===== src/rtl/core/assc_pkg.sv =====
// shared types and constants of the substitute signal stack slot manager
package assc_pkg;

	// pool geometry
	localparam int SLOT_COUNT = 8;
	localparam int SLOT_BYTES = 16384;
	localparam int SLOT_W     = (SLOT_COUNT > 1) ? $clog2(SLOT_COUNT) : 1;
	localparam longint SPAN   = longint'(SLOT_COUNT) * longint'(SLOT_BYTES);
	localparam int SPAN_W     = $clog2(SPAN);

	// field widths
	localparam int ADDR_W = 48;
	localparam int SIZE_W = 32;
	localparam int LIM_W  = 15;
	localparam int IDX_W  = 2;

	// config register reset values
	localparam logic [LIM_W-1:0] USABLE_MIN_RST = LIM_W'(16384);
	localparam logic [LIM_W-1:0] KERNEL_MIN_RST = LIM_W'(2048);

	typedef enum logic [1:0] {
		CMD_CHECK    = 2'd0,
		CMD_COMMIT   = 2'd1,
		CMD_EXIT     = 2'd2,
		CMD_FREE_ALL = 2'd3
	} cmd_t;

	typedef enum logic [1:0] {
		ST_OK      = 2'd0,
		ST_PERM    = 2'd1,
		ST_INVALID = 2'd2,
		ST_NOMEM   = 2'd3
	} status_t;

	typedef enum logic [1:0] {
		MODE_ENABLE  = 2'd0,
		MODE_ONSTACK = 2'd1,
		MODE_DISABLE = 2'd2,
		MODE_BAD     = 2'd3
	} mode_t;

	typedef enum logic [IDX_W-1:0] {
		CFG_SLAB_BASE  = 2'd0,
		CFG_USABLE_MIN = 2'd1,
		CFG_KERNEL_MIN = 2'd2,
		CFG_NONE       = 2'd3
	} cfg_idx_t;

	// command broadcast to every slot cell
	typedef struct packed {
		logic              clear_all;
		logic              drop;
		logic              reuse;
		logic              alloc;
		logic              in_slab;
		logic [SPAN_W-1:0] off;
		logic [ADDR_W-1:0] wr_base;
		logic [SIZE_W-1:0] wr_size;
	} cell_ctrl_t;

	// what one slot cell reports back
	typedef struct packed {
		logic              hit;
		logic              claim;
		logic [ADDR_W-1:0] base;
		logic [SIZE_W-1:0] size;
	} cell_stat_t;

endpackage


===== src/rtl/core/assc_cell.sv =====
// one slot of the pool: busy flag, guest record, range match and priority claim
module assc_cell
	import assc_pkg::*;
(
	input  logic              clk,
	input  logic              arst_n,
	input  logic [SLOT_W-1:0] idx,
	input  cell_ctrl_t        ctrl,
	input  logic              taken_in,
	output logic              taken_out,
	output cell_stat_t        stat
);

	logic              busy_q;
	logic [ADDR_W-1:0] base_q;
	logic [SIZE_W-1:0] size_q;
	logic [SPAN_W:0]   lo;
	logic [SPAN_W:0]   hi;
	logic [SPAN_W:0]   off_x;
	logic              hit;
	logic              claim;
	logic              wr;

	// address window of this slot inside the slab
	assign lo    = (SPAN_W+1)'(idx) * (SPAN_W+1)'(SLOT_BYTES);
	assign hi    = lo + (SPAN_W+1)'(SLOT_BYTES);
	assign off_x = {1'b0, ctrl.off};
	assign hit   = ctrl.in_slab && (off_x >= lo) && (off_x < hi);

	// lowest free slot wins, token passes to the next cell
	assign claim     = ctrl.alloc && !taken_in && !busy_q;
	assign taken_out = taken_in || !busy_q;
	assign wr        = claim || (ctrl.reuse && hit);

	// busy flag
	always_ff @(posedge clk or negedge arst_n) begin
		if (!arst_n) begin
			busy_q <= 1'b0;
		end else if (ctrl.clear_all) begin
			busy_q <= 1'b0;
		end else if (claim) begin
			busy_q <= 1'b1;
		end else if (ctrl.drop && hit) begin
			busy_q <= 1'b0;
		end
	end

	// guest record
	always_ff @(posedge clk) begin
		if (wr) begin
			base_q <= ctrl.wr_base;
			size_q <= ctrl.wr_size;
		end
	end

	assign stat.hit   = hit;
	assign stat.claim = claim;
	assign stat.base  = base_q;
	assign stat.size  = size_q;

endmodule


===== src/rtl/core/alt_stack_slot_substitution.sv =====
// top level of the substitute signal stack slot manager
//
// Input channel: in_valid / in_stall with cmd, the current stack, the guest
// pointer and the requested stack. Output channel: out_valid / out_stall with
// status, the old stack and the installed stack. Every input beat gives
// exactly one output beat. Config port: cfg_valid / cfg_ready (always ready),
// cfg_index selects slab_base, usable_min or kernel_min; other indexes are
// dropped. Write config only while no beat is in flight.
// An accepted beat is captured into the request registers, then passes the
// S_EXEC state through the chain of slot cells, where range match, priority
// claim and record write happen, and is registered into the result
// registers; the next beat is taken in the cycle the result leaves, so a new
// beat is not taken before the previous result is out.
// While out_stall is high the result holds and in_stall stays high.
// Reset frees all slots and loads the config defaults; guest records are
// left as they are.
module alt_stack_slot_substitution
	import assc_pkg::*;
(
	input  logic              clk,
	input  logic              arst_n,
	// config write
	input  logic              cfg_valid,
	output logic              cfg_ready,
	input  logic [IDX_W-1:0]  cfg_index,
	input  logic [ADDR_W-1:0] cfg_data,
	// request
	input  logic              in_valid,
	output logic              in_stall,
	input  logic [1:0]        cmd,
	input  logic [ADDR_W-1:0] cur_sp,
	input  logic [SIZE_W-1:0] cur_size,
	input  logic              cur_autodisarm,
	input  logic [ADDR_W-1:0] guest_ptr,
	input  logic              new_present,
	input  logic [ADDR_W-1:0] new_sp,
	input  logic [SIZE_W-1:0] new_size,
	input  logic [1:0]        new_mode,
	input  logic              new_autodisarm,
	input  logic              want_old,
	// result
	output logic              out_valid,
	input  logic              out_stall,
	output logic [1:0]        status,
	output logic [ADDR_W-1:0] old_sp,
	output logic [SIZE_W-1:0] old_size,
	output logic [1:0]        old_mode,
	output logic              old_autodisarm,
	output logic [ADDR_W-1:0] out_sp,
	output logic [SIZE_W-1:0] out_size,
	output logic [1:0]        out_mode,
	output logic              out_autodisarm
);

	typedef enum logic [2:0] {
		S_IDLE = 3'b001,
		S_EXEC = 3'b010,
		S_DONE = 3'b100
	} state_t;

	state_t state_q;

	// config registers
	logic [ADDR_W-1:0] slab_base_q;
	logic [LIM_W-1:0]  usable_min_q;
	logic [LIM_W-1:0]  kernel_min_q;

	// captured request
	logic [1:0]        cmd_q;
	logic [ADDR_W-1:0] cur_sp_q;
	logic [SIZE_W-1:0] cur_size_q;
	logic              cur_ad_q;
	logic [ADDR_W-1:0] guest_ptr_q;
	logic              present_q;
	logic [ADDR_W-1:0] new_sp_q;
	logic [SIZE_W-1:0] new_size_q;
	logic [1:0]        new_mode_q;
	logic              new_ad_q;
	logic              want_old_q;

	// result registers
	logic [1:0]        status_q;
	logic [ADDR_W-1:0] old_sp_q;
	logic [SIZE_W-1:0] old_size_q;
	logic [1:0]        old_mode_q;
	logic              old_ad_q;
	logic [ADDR_W-1:0] out_sp_q;
	logic [SIZE_W-1:0] out_size_q;
	logic [1:0]        out_mode_q;
	logic              out_ad_q;

	logic in_accept;
	logic exec;

	// handshakes
	assign cfg_ready = 1'b1;
	assign in_stall  = !((state_q == S_IDLE) || ((state_q == S_DONE) && !out_stall));
	assign in_accept = in_valid && !in_stall;
	assign out_valid = (state_q == S_DONE);
	assign exec      = (state_q == S_EXEC);

	// sequencer
	always_ff @(posedge clk or negedge arst_n) begin
		if (!arst_n) begin
			state_q <= S_IDLE;
		end else begin
			unique case (state_q)
				S_IDLE: begin
					if (in_valid) state_q <= S_EXEC;
				end
				S_EXEC: state_q <= S_DONE;
				S_DONE: begin
					if (!out_stall) state_q <= in_valid ? S_EXEC : S_IDLE;
				end
				default: state_q <= S_IDLE;
			endcase
		end
	end

	// config writes
	always_ff @(posedge clk or negedge arst_n) begin
		if (!arst_n) begin
			slab_base_q  <= '0;
			usable_min_q <= USABLE_MIN_RST;
			kernel_min_q <= KERNEL_MIN_RST;
		end else if (cfg_valid && cfg_ready) begin
			unique case (cfg_idx_t'(cfg_index))
				CFG_SLAB_BASE:  slab_base_q  <= cfg_data;
				CFG_USABLE_MIN: usable_min_q <= cfg_data[LIM_W-1:0];
				CFG_KERNEL_MIN: kernel_min_q <= cfg_data[LIM_W-1:0];
				default: ;
			endcase
		end
	end

	// request capture
	always_ff @(posedge clk) begin
		if (in_accept) begin
			cmd_q       <= cmd;
			cur_sp_q    <= cur_sp;
			cur_size_q  <= cur_size;
			cur_ad_q    <= cur_autodisarm;
			guest_ptr_q <= guest_ptr;
			present_q   <= new_present;
			new_sp_q    <= new_sp;
			new_size_q  <= new_size;
			new_mode_q  <= new_mode;
			new_ad_q    <= new_autodisarm;
			want_old_q  <= want_old;
		end
	end

	// slab window of the current stack
	logic [ADDR_W:0]   diff;
	logic              in_slab;
	assign diff    = {1'b0, cur_sp_q} - {1'b0, slab_base_q};
	assign in_slab = (cur_size_q != '0) && !diff[ADDR_W]
		&& (diff[ADDR_W-1:0] < ADDR_W'(SPAN));

	// guest pointer inside the current stack
	logic [ADDR_W-1:0] gdist;
	logic              guest_inside;
	assign gdist        = guest_ptr_q - cur_sp_q;
	assign guest_inside = !cur_ad_q && (guest_ptr_q > cur_sp_q)
		&& (gdist <= ADDR_W'(cur_size_q));

	// commit decisions
	logic is_commit;
	logic is_disable;
	logic undersized;
	logic do_reuse;
	logic do_alloc;
	logic do_release;
	assign is_commit  = (cmd_q == CMD_COMMIT);
	assign is_disable = (new_mode_q == MODE_DISABLE);
	assign undersized = (new_size_q < SIZE_W'(usable_min_q));
	assign do_reuse   = is_commit && !is_disable && undersized && in_slab;
	assign do_alloc   = is_commit && !is_disable && undersized && !in_slab;
	assign do_release = (is_commit && !(!is_disable && undersized))
		|| (cmd_q == CMD_EXIT);

	cell_ctrl_t ctrl;
	always_comb begin
		ctrl.clear_all = exec && (cmd_q == CMD_FREE_ALL);
		ctrl.drop      = exec && do_release;
		ctrl.reuse     = exec && do_reuse;
		ctrl.alloc     = exec && do_alloc;
		ctrl.in_slab   = in_slab;
		ctrl.off       = diff[SPAN_W-1:0];
		ctrl.wr_base   = new_sp_q;
		ctrl.wr_size   = new_size_q;
	end

	// chain of slot cells
	cell_stat_t      stat [SLOT_COUNT];
	logic [SLOT_COUNT:0] taken;
	assign taken[0] = 1'b0;

	for (genvar i = 0; i < SLOT_COUNT; i++) begin : g_cell
		assc_cell u_cell (
			.clk       (clk),
			.arst_n    (arst_n),
			.idx       (SLOT_W'(i)),
			.ctrl      (ctrl),
			.taken_in  (taken[i]),
			.taken_out (taken[i+1]),
			.stat      (stat[i])
		);
	end

	// gather cell reports: record of the current slot and index of the new one
	logic [ADDR_W-1:0] rec_base;
	logic [SIZE_W-1:0] rec_size;
	logic [SLOT_W-1:0] k_new;
	logic              got_slot;
	always_comb begin
		rec_base = '0;
		rec_size = '0;
		k_new    = '0;
		got_slot = 1'b0;
		for (int i = 0; i < SLOT_COUNT; i++) begin
			if (stat[i].hit) begin
				rec_base = rec_base | stat[i].base;
				rec_size = rec_size | stat[i].size;
			end
			if ((do_reuse && stat[i].hit) || stat[i].claim) begin
				k_new    = k_new | SLOT_W'(i);
				got_slot = 1'b1;
			end
		end
	end

	logic [ADDR_W-1:0] slot_addr;
	assign slot_addr = slab_base_q + ADDR_W'(k_new) * ADDR_W'(SLOT_BYTES);

	// result of this beat
	always_ff @(posedge clk) begin
		if (exec) begin
			status_q   <= ST_OK;
			old_sp_q   <= '0;
			old_size_q <= '0;
			old_mode_q <= '0;
			old_ad_q   <= 1'b0;
			out_sp_q   <= '0;
			out_size_q <= '0;
			out_mode_q <= '0;
			out_ad_q   <= 1'b0;
			priority case (1'b1)
				cmd_q == CMD_CHECK: begin
					priority if (present_q && guest_inside) begin
						status_q <= ST_PERM;
					end else if (present_q && new_mode_q == MODE_BAD) begin
						status_q <= ST_INVALID;
					end else if (present_q && !is_disable
						&& new_size_q < SIZE_W'(kernel_min_q)) begin
						status_q <= ST_NOMEM;
					end else if (want_old_q) begin
						old_sp_q   <= in_slab ? rec_base : cur_sp_q;
						old_size_q <= in_slab ? rec_size : cur_size_q;
						old_mode_q <= (cur_size_q == '0) ? MODE_DISABLE
							: (guest_inside ? MODE_ONSTACK : MODE_ENABLE);
						old_ad_q   <= cur_ad_q;
					end
				end
				is_commit: begin
					if (is_disable) begin
						out_sp_q   <= '0;
						out_size_q <= '0;
					end else if (undersized && got_slot) begin
						out_sp_q   <= slot_addr;
						out_size_q <= SIZE_W'(SLOT_BYTES);
					end else begin
						out_sp_q   <= new_sp_q;
						out_size_q <= new_size_q;
					end
					out_mode_q <= new_mode_q;
					out_ad_q   <= new_ad_q;
				end
				default: ;
			endcase
		end
	end

	assign status         = status_q;
	assign old_sp         = old_sp_q;
	assign old_size       = old_size_q;
	assign old_mode       = old_mode_q;
	assign old_autodisarm = old_ad_q;
	assign out_sp         = out_sp_q;
	assign out_size       = out_size_q;
	assign out_mode       = out_mode_q;
	assign out_autodisarm = out_ad_q;

endmodule

===== config.mk =====
export PLATFORM = sky130hd
export DESIGN_NAME = alt_stack_slot_substitution
export DESIGN_NICKNAME = d
export VERILOG_FILES = /design/src/rtl/core/assc_pkg.sv /design/src/rtl/core/assc_cell.sv /design/src/rtl/core/alt_stack_slot_substitution.sv
export SDC_FILE = /design/constraint.sdc
export NUM_CORES = 1
export LEC_CHECK = 0
export BUFFER_PORTS_ARGS = -buffer_cell sky130_fd_sc_hd__buf_4
export CAP_MARGIN = 40
export CORE_MARGIN = 2
export CORE_UTILIZATION = 40
export DETAILED_ROUTE_END_ITERATION = 8
export GPL_ROUTABILITY_DRIVEN = 0
export GPL_TIMING_DRIVEN = 0
export PLACE_DENSITY = 0.54
export SLEW_MARGIN = 20
export SYNTH_ARGS = -nofsm -noshare
export SYNTH_HDL_FRONTEND = slang
export SYNTH_SLANG_ARGS = --single-unit

===== constraint.sdc =====
create_clock -name clk -period 57.9 [get_ports clk]
set_input_delay 5.79 -clock clk [delete_from_list [all_inputs] [get_ports clk]]
set_output_delay 5.79 -clock clk [all_outputs]
set_load 0.005 [all_outputs]

== Word-level counts from Yosys, hierarchy flattened ==
Cells that the tools add are included.

* Output and inout port bits: 171
* Memories: 0
* Bits in read-only memories: 0
* Register bits after elaboration: 1113
* Memory bits (writable): 0
* Word-level logic and storage cells: 315
* Bits in latches: 0
* Input bits: 271

* Multiplexer cells: 68
* Bitwise operators: 17
* Shift operators: 0
* Divide/modulo/power cells: 0
* Eq/ne operators: 12
* Add/sub/neg operators: 3
* Reductions and logical operators: 143
* $mul: 0
* $lt $le $gt $ge: 21

{| class="wikitable"
|+ Operator list
! kind !! number
|-
| $mux 48 || 10
|-
| $or 48x48->48 || 7
|-
| $mux 32 || 9
|-
| $or 32x32->32 || 7
|-
| $logic_and 1x1->1 || 76
|-
| $ge 17x17->1 const B || 4
|-
| $lt 17x17->1 const B || 4
|-
| $lt 32x15->1 || 2
|-
| $sub 48x48->49 || 1
|-
| $add 48x17->48 || 1
|-
| $gt 48x48->1 || 1
|-
| $le 48x32->1 || 1
|-
| $lt 48x18->1 const B || 1
|-
| $sub 48x48->48 || 1
|-
| $mux 1 || 35
|-
| $ge 17x16->1 const B || 2
|-
| $lt 17x16->1 const B || 2
|-
| $logic_not 32->1 || 1
|-
| $reduce_bool 32->1 || 1
|-
| $logic_or 1x1->1 || 24
|-
| $reduce_bool 3->1 || 8
|-
| $logic_not 1->1 || 21
|-
| $lt 17x18->1 const B || 1
|-
| $mux 3 || 6
|-
| other kinds (20) || 38
|}

== Longest topological paths before layout ==
* Word-level depth: 22
* Gate-level depth with buffers: 28
* Mapped depth without buffers: 26

== Cells and area by module ==
Synthesis repeated with hierarchy kept, for this count alone.

* Cells, all modules: 4016
* Area total of the unflattened synthesis: 52076.2 sq um

{| class="wikitable"
|+ By module, submodules not included
! module !! sequential area each (sq um) !! instances !! cells each !! area each (sq um)
|-
| alt_stack_slot_substitution || 13561.8 || 1 || 3072 || 30505.5
|-
| assc_cell || 2427.3 || 8 || 118 || 2696.3
|}

== Least setup slack after synthesis ==
No wires, ideal clock.

* Path type: reg2reg
* From: register state_q[2]
* To: register g_cell[5].u_cell.base_q[0] (enable)
* Required time: 57.355 ns
* Setup slack: 37.967 ns
* Path buffers: 1
* Library setup time: 0.545 ns
* Period minus slack after synthesis: 19.933 ns
* Data arrival time: 19.388 ns
* Cell stages (with the launch flop): 5
* Cells stage by stage: dfrtp_1 nor3b_1 nand2_1 clkbuf_1 a21oi_1

* Cells in the longest elaborated chain, start to end: 5
* Elaborated cells on any way between the ends: 7
* Those cells by class: 1 x eq/ne; 6 x reduce/logical

{| class="wikitable"
|+ RTL lines
! element !! line !! source
|-
| start: declaration || alt_stack_slot_substitution.sv:61 || <nowiki>state_t state_q;</nowiki>
|-
| start signal: assignment || alt_stack_slot_substitution.sv:113 || <nowiki>if (!out_stall) state_q <= in_valid ? S_EXEC : S_IDLE;</nowiki>
|-
| $eq 3x2->1 * || alt_stack_slot_substitution.sv:100 || <nowiki>assign exec = (state_q == S_EXEC);</nowiki>
|-
| $logic_and 1x1->1 || alt_stack_slot_substitution.sv:187 || <nowiki>ctrl.alloc = exec && do_alloc;</nowiki>
|-
| $logic_and 1x1->1 (2 in a row) || assc_cell.sv:31 || <nowiki>assign claim = ctrl.alloc && !taken_in && !busy_q;</nowiki>
|-
| $logic_or 1x1->1 * || assc_cell.sv:33 || <nowiki>assign wr = claim || (ctrl.reuse && hit);</nowiki>
|-
| named net g_cell[5].u_cell.wr || assc_cell.sv:22 || <nowiki>logic wr;</nowiki>
|-
| end signal: assignment || assc_cell.sv:51 || <nowiki>base_q <= ctrl.wr_base;</nowiki>
|-
| end: declaration || assc_cell.sv:15 || <nowiki>logic [ADDR_W-1:0] base_q;</nowiki>
|}

Mark *: on every way through the listed nets, which the timed path passes. The rest lies on a longest branch.
A chain may end at the register's enable or synchronous reset.

== Worst setup path after layout ==
* From: input port out_stall
* To: output port in_stall

* Cells in the longest elaborated chain, start to end: 4

{| class="wikitable"
|+ RTL lines
! element !! line !! source
|-
| start: declaration || alt_stack_slot_substitution.sv:43 || <nowiki>input logic out_stall,</nowiki>
|-
| $logic_not 1->1 || - ||
|-
| $logic_and 1x1->1 || alt_stack_slot_substitution.sv:97 || <nowiki>assign in_stall = !((state_q == S_IDLE) || ((state_q == S_DONE) && !out_stall));</nowiki>
|-
| $logic_or 1x1->1 || alt_stack_slot_substitution.sv:97 ||
|-
| $logic_not 1->1 || alt_stack_slot_substitution.sv:97 ||
|-
| end: declaration || alt_stack_slot_substitution.sv:29 || <nowiki>output logic in_stall,</nowiki>
|}

Every way passes these cells.

==> metrics.md <==
| Metric | Value |
|---|---|
| Cell depth of the worst setup path | 5 |
| Vias in the first global route | between 30,000 and 40,000 |
| Ports placed on the boundary | 442 |
| Level count of the clock H-tree | 3 |
| Count of maximum capacitance violations | 0 |
| Detailed-route via count | 33,700 |
| Worst slew margin relative to its limit | 0.338 |
| Post-CTS Resized | 0 |
| Number of cell instances on the worst register-to-register path | 26 |
| Period minus WS final | approximately 12 ns |
| Transition time at the pin with the least slew margin | between 0.9 and 1 ns |
| Crit path capture | in_stall |
| Switching power as a share of total power | 0.376 |
| Clock share of power | 0.258 |
| Setup TNS | 0 ns |
| Share of post-route cells with drive strength above 1 | 0.215 |
| Final clock skew | between 0.06 and 0.07 ns |
| Starting density of the core | 0.402 |
| Half-perimeter wire length after detailed placement | roughly 130 mm |
| Detailed Route WL | roughly 170 mm |
| Maximum clock frequency | between 80 and 90 MHz |
| Worst-case register-to-register setup slack | roughly 49 ns |
| Initial antenna violation count | 8 |
| Die Span X | 356 um |
| Detailed-route wire length per cell | ~28 um |
| Sequential group share of total power | 0.362 |
| Max rail drop VDD | ~0.032 mV |
| Part of the total power dissipated in combinational logic | 0.380 |
| Area enclosed by the die boundary | between 100,000 and 150,000 um^2 |
| Arrival time of data at the critical path endpoint | 6.53 ns |
| Yosys top cell by area | sky130_fd_sc_hd__edfxtp_1 |
| Total congestion overflow after global routing | 0 |
| First-pass GRT wire length | roughly 230 mm |
| Count of endpoints failing setup in the final report | 0 |
| Data required time at the worst endpoint | 52.11 ns |
| Origin of the critical flop-to-flop path | cur_sp_q[0]$_DFFE_PP_ |
| Critical path start-end classification | in2out |
| Number of enable flip-flop cells after synthesis | approximately 1,000 |
| Critical-path cell list | buf_4 -> nor2_1 -> mux2i_1 -> or2_2 -> buf_4 |
| Max Buffers Root-to-Sink | 3 |
| Clock Pin Slew Worst Setup and Hold Paths | 0.06 ns |
| Worst R2R End | out_sp[47]$_SDFFCE_PP0N_ |
| Sinks on the clock net | ~1,100 |
| Min-Delay Path Class | reg2reg |
| Pre-antenna DRT Iters | 6 |
| Post-CTS Hold Fix Bufs | 0 |
| Critical path capture point type | output port |
| Clock root buffer | sky130_fd_sc_hd__clkbuf_16 |
| Count of nets left with antenna violations after detail routing | 0 |
| Cell variety after synth | a little under 80 |
| Pin count of the biggest net entering global routing | between 50 and 60 |
| Worst path max stage delay | roughly 0.32 ns |
| Syn Nets | approximately 4,000 |
| Count of standard-cell rows | approximately 130 |
| Register area share after synthesis | 0.664 |
| Post CTS Setup Buffer Count | 0 |
| Tot GR Track Use | 0.258 |
| Final non-filler cell area | a little over 60,000 um^2 |
| Residual DRC count | 0 |
| CTS tree | done |
| Number of I/O port buffers | 440 |
| Per-instance average area after synthesis | 13.9 um^2 |
| Dominant register cell in the synthesized netlist | sky130_fd_sc_hd__edfxtp_1 |
| Post-route fraction of the period consumed by the critical path | 0.213 |
| Number of nets at the end of the flow | between 4,000 and 5,000 |
| Largest cells by area after synthesis | sky130_fd_sc_hd__edfxtp_1, sky130_fd_sc_hd__dfrtp_1, sky130_fd_sc_hd__mux4_2 |
| Synth Warn # | 0 |
| Vertical extent of the die | ~360 um |
| Cells after synthesis | approximately 3,600 |
| Critical path buffers and inverters | 2 |
| Syn-to-layout area delta | 22.8% |
| Insertion delay of the later-clocked pin in the worst-skew pair | approximately 0.76 ns |
| Cell family with the largest share of critical-path delay | simple AND/OR/NAND/NOR gates |
| Final slew viol count | 0 |
| Portion of synthesized cell area occupied by the leading cell type | 0.619 |
| Post-synth ARST share | 0.0800 |
| Number of buffers added by the clock tree synthesis step | roughly 120 |
| Crit path max fanout | 3 |
| Register bit total from synthesis | around 1,100 |
| Placed instance area | around 57,000 um^2 |
| Core ar. | between 100,000 and 150,000 um^2 |
| Reported leakage power | approximately 22 nW |
| Nature of the critical path startpoint | input port |
| Cell Area, Synth | ~50,000 um^2 |
| Power density over the cells | 48.5 nW/um^2 |
| Internal power summed over all cells | 1.85 mW |
| Detailed-route vias per instance | 5.62 |
| Slowest CP cell | sky130_fd_sc_hd__or2_2 |
| Iteration-0 DRC Markers | roughly 3,700 |
| Setup crit start | out_stall |
| RSZ-0062 raised after global routing | false |
| Most numerous cell on the critical path | sky130_fd_sc_hd__buf_4 |
| Hold violation total from the final report | 0 |
| Switching power total | between 1 and 1.5 mW |
| Status | finished, final reports clean |
-- cell usage in the layout (no fill, tap or decap), types with 92 or more instances in the layout --
cell type / count
sky130_fd_sc_hd__edfxtp_1: 1024
sky130_fd_sc_hd__mux2i_1: 122
sky130_fd_sc_hd__ha_1: 159
sky130_fd_sc_hd__a21oi_1: 256
sky130_fd_sc_hd__a211oi_1: 137
sky130_fd_sc_hd__o21ai_0: 145
sky130_fd_sc_hd__nand2_1: 280
sky130_fd_sc_hd__nor2_1: 241
sky130_fd_sc_hd__mux4_2: 92
sky130_fd_sc_hd__inv_1: 187
sky130_fd_sc_hd__clkbuf_1: 121
sky130_fd_sc_hd__clkbuf_16: 119
sky130_fd_sc_hd__buf_4: 478
-- power groups by stage --
stage	combinational, mW	clock [mW]	sequential, mW
after floorplan	0.667	0	1.06
after global placement	1.05	0	1.13
after detailed placement	1.11	0	1.08
after CTS	1.11	0.777	1.07
after global routing	1.21	0.808	1.08
final	1.12	0.763	1.07
-- final cells by class --
class,count,area [um^2]
antenna,3,7.51
tap,1637,2050
clock buffer,153,3220
inverter,187,702
multi-input combinational,2113,15400
fill,10800,62500
buffer,168,741
sequential,1113,33000
clock inverter,68,687
timing repair buffer,551,5240
-- how the worst min path moves through the flow --
| stage | from | endpoint | depth (start not counted) |
|---|---|---|---|
| 2_1_floorplan | kernel_min_q[10]$_DFFE_PN0P_ | kernel_min_q[10]$_DFFE_PN0P_ | 1 |
| 3_3_place_gp | usable_min_q[4]$_DFFE_PN0P_ | usable_min_q[4]$_DFFE_PN0P_ | 1 |
| 3_5_place_dp | kernel_min_q[1]$_DFFE_PN0P_ | kernel_min_q[1]$_DFFE_PN0P_ | 1 |
| 4_1_cts | kernel_min_q[1]$_DFFE_PN0P_ | kernel_min_q[1]$_DFFE_PN0P_ | 1 |
| 5_1_grt | kernel_min_q[1]$_DFFE_PN0P_ | kernel_min_q[1]$_DFFE_PN0P_ | 1 |
| 6_report | usable_min_q[3]$_DFFE_PN0P_ | usable_min_q[3]$_DFFE_PN0P_ | 1 |
-- through the flow --
step	instances	power (mW)	utilization	hold WS, ns	setup slack, ns
3_5_place_dp	5767	2.19	0.462	0.493	45.58
5_1_grt	5991	3.09	0.494	0.512	45.54
2_1_floorplan	3581	1.73	-	0.479	37.97
4_1_cts	5988	2.96	0.494	0.507	45.58
6_report	5993	2.96	0.494	0.503	45.58
3_3_place_gp	5658	2.18	0.446	0.488	21.94
-- logic make-up (layout without fill, tap and decap cells) --
group / count (synthesis) / in the layout / synth area share
muxes: 246 / 246 / 0.0735
AOI/OAI and AO/OA: 769 / 769 / 0.0973
DFF: 1113 / 1113 / 0.664
and+or+nand+nor: 845 / 845 / 0.0792
adders and majority gates: 162 / 162 / 0.0413
xor gates and xnor gates: 90 / 90 / 0.0159
buffers and inverters: 355 / 1127 / 0.0290
other: 1 / 4 / 0.0000755
-- cells in the mapped netlist, drive strengths merged (24+ instances only) --
library cell	instances
inv	187
buf	68
xor2	24
nand2	280
edfxtp	1024
a211oi	137
nor4	26
ha	159
a21oi	262
a21o	38
and2	44
mux2	32
nor3	43
nand4	62
nand3	47
clkbuf	100
o21ai	148
mux4	92
dfrtp	86
o21a	25
nor2	247
o22ai	26
mux2i	122
xnor2	66
-- sequential cells by signal, summed over array words and instances (netlist names), 3 cells and up --
name / flops
guest_ptr_q: 48
g_cell.u_cell.busy_q: 8
out_sp: 48
usable_min_q: 15
g_cell.u_cell.size_q: 256
old_size: 32
new_size_q: 32
slab_base_q: 48
g_cell.u_cell.base_q: 384
new_sp_q: 48
old_sp: 48
cur_size_q: 32
out_size: 32
kernel_min_q: 15
state_q: 3
cur_sp_q: 48
-- layer usage --
layer / part of all wire / GRT usage / vias up
met5: 0.00014 / 0 / -
met1: 0.44 / 0.366 / 17000
met3: 0.076 / 0.0476 / 220
li1: - / - / 15000
met4: 0.030 / 0.0771 / 4
met2: 0.46 / 0.404 / 1381
Note: power is estimated with default switching activity, not from simulation.
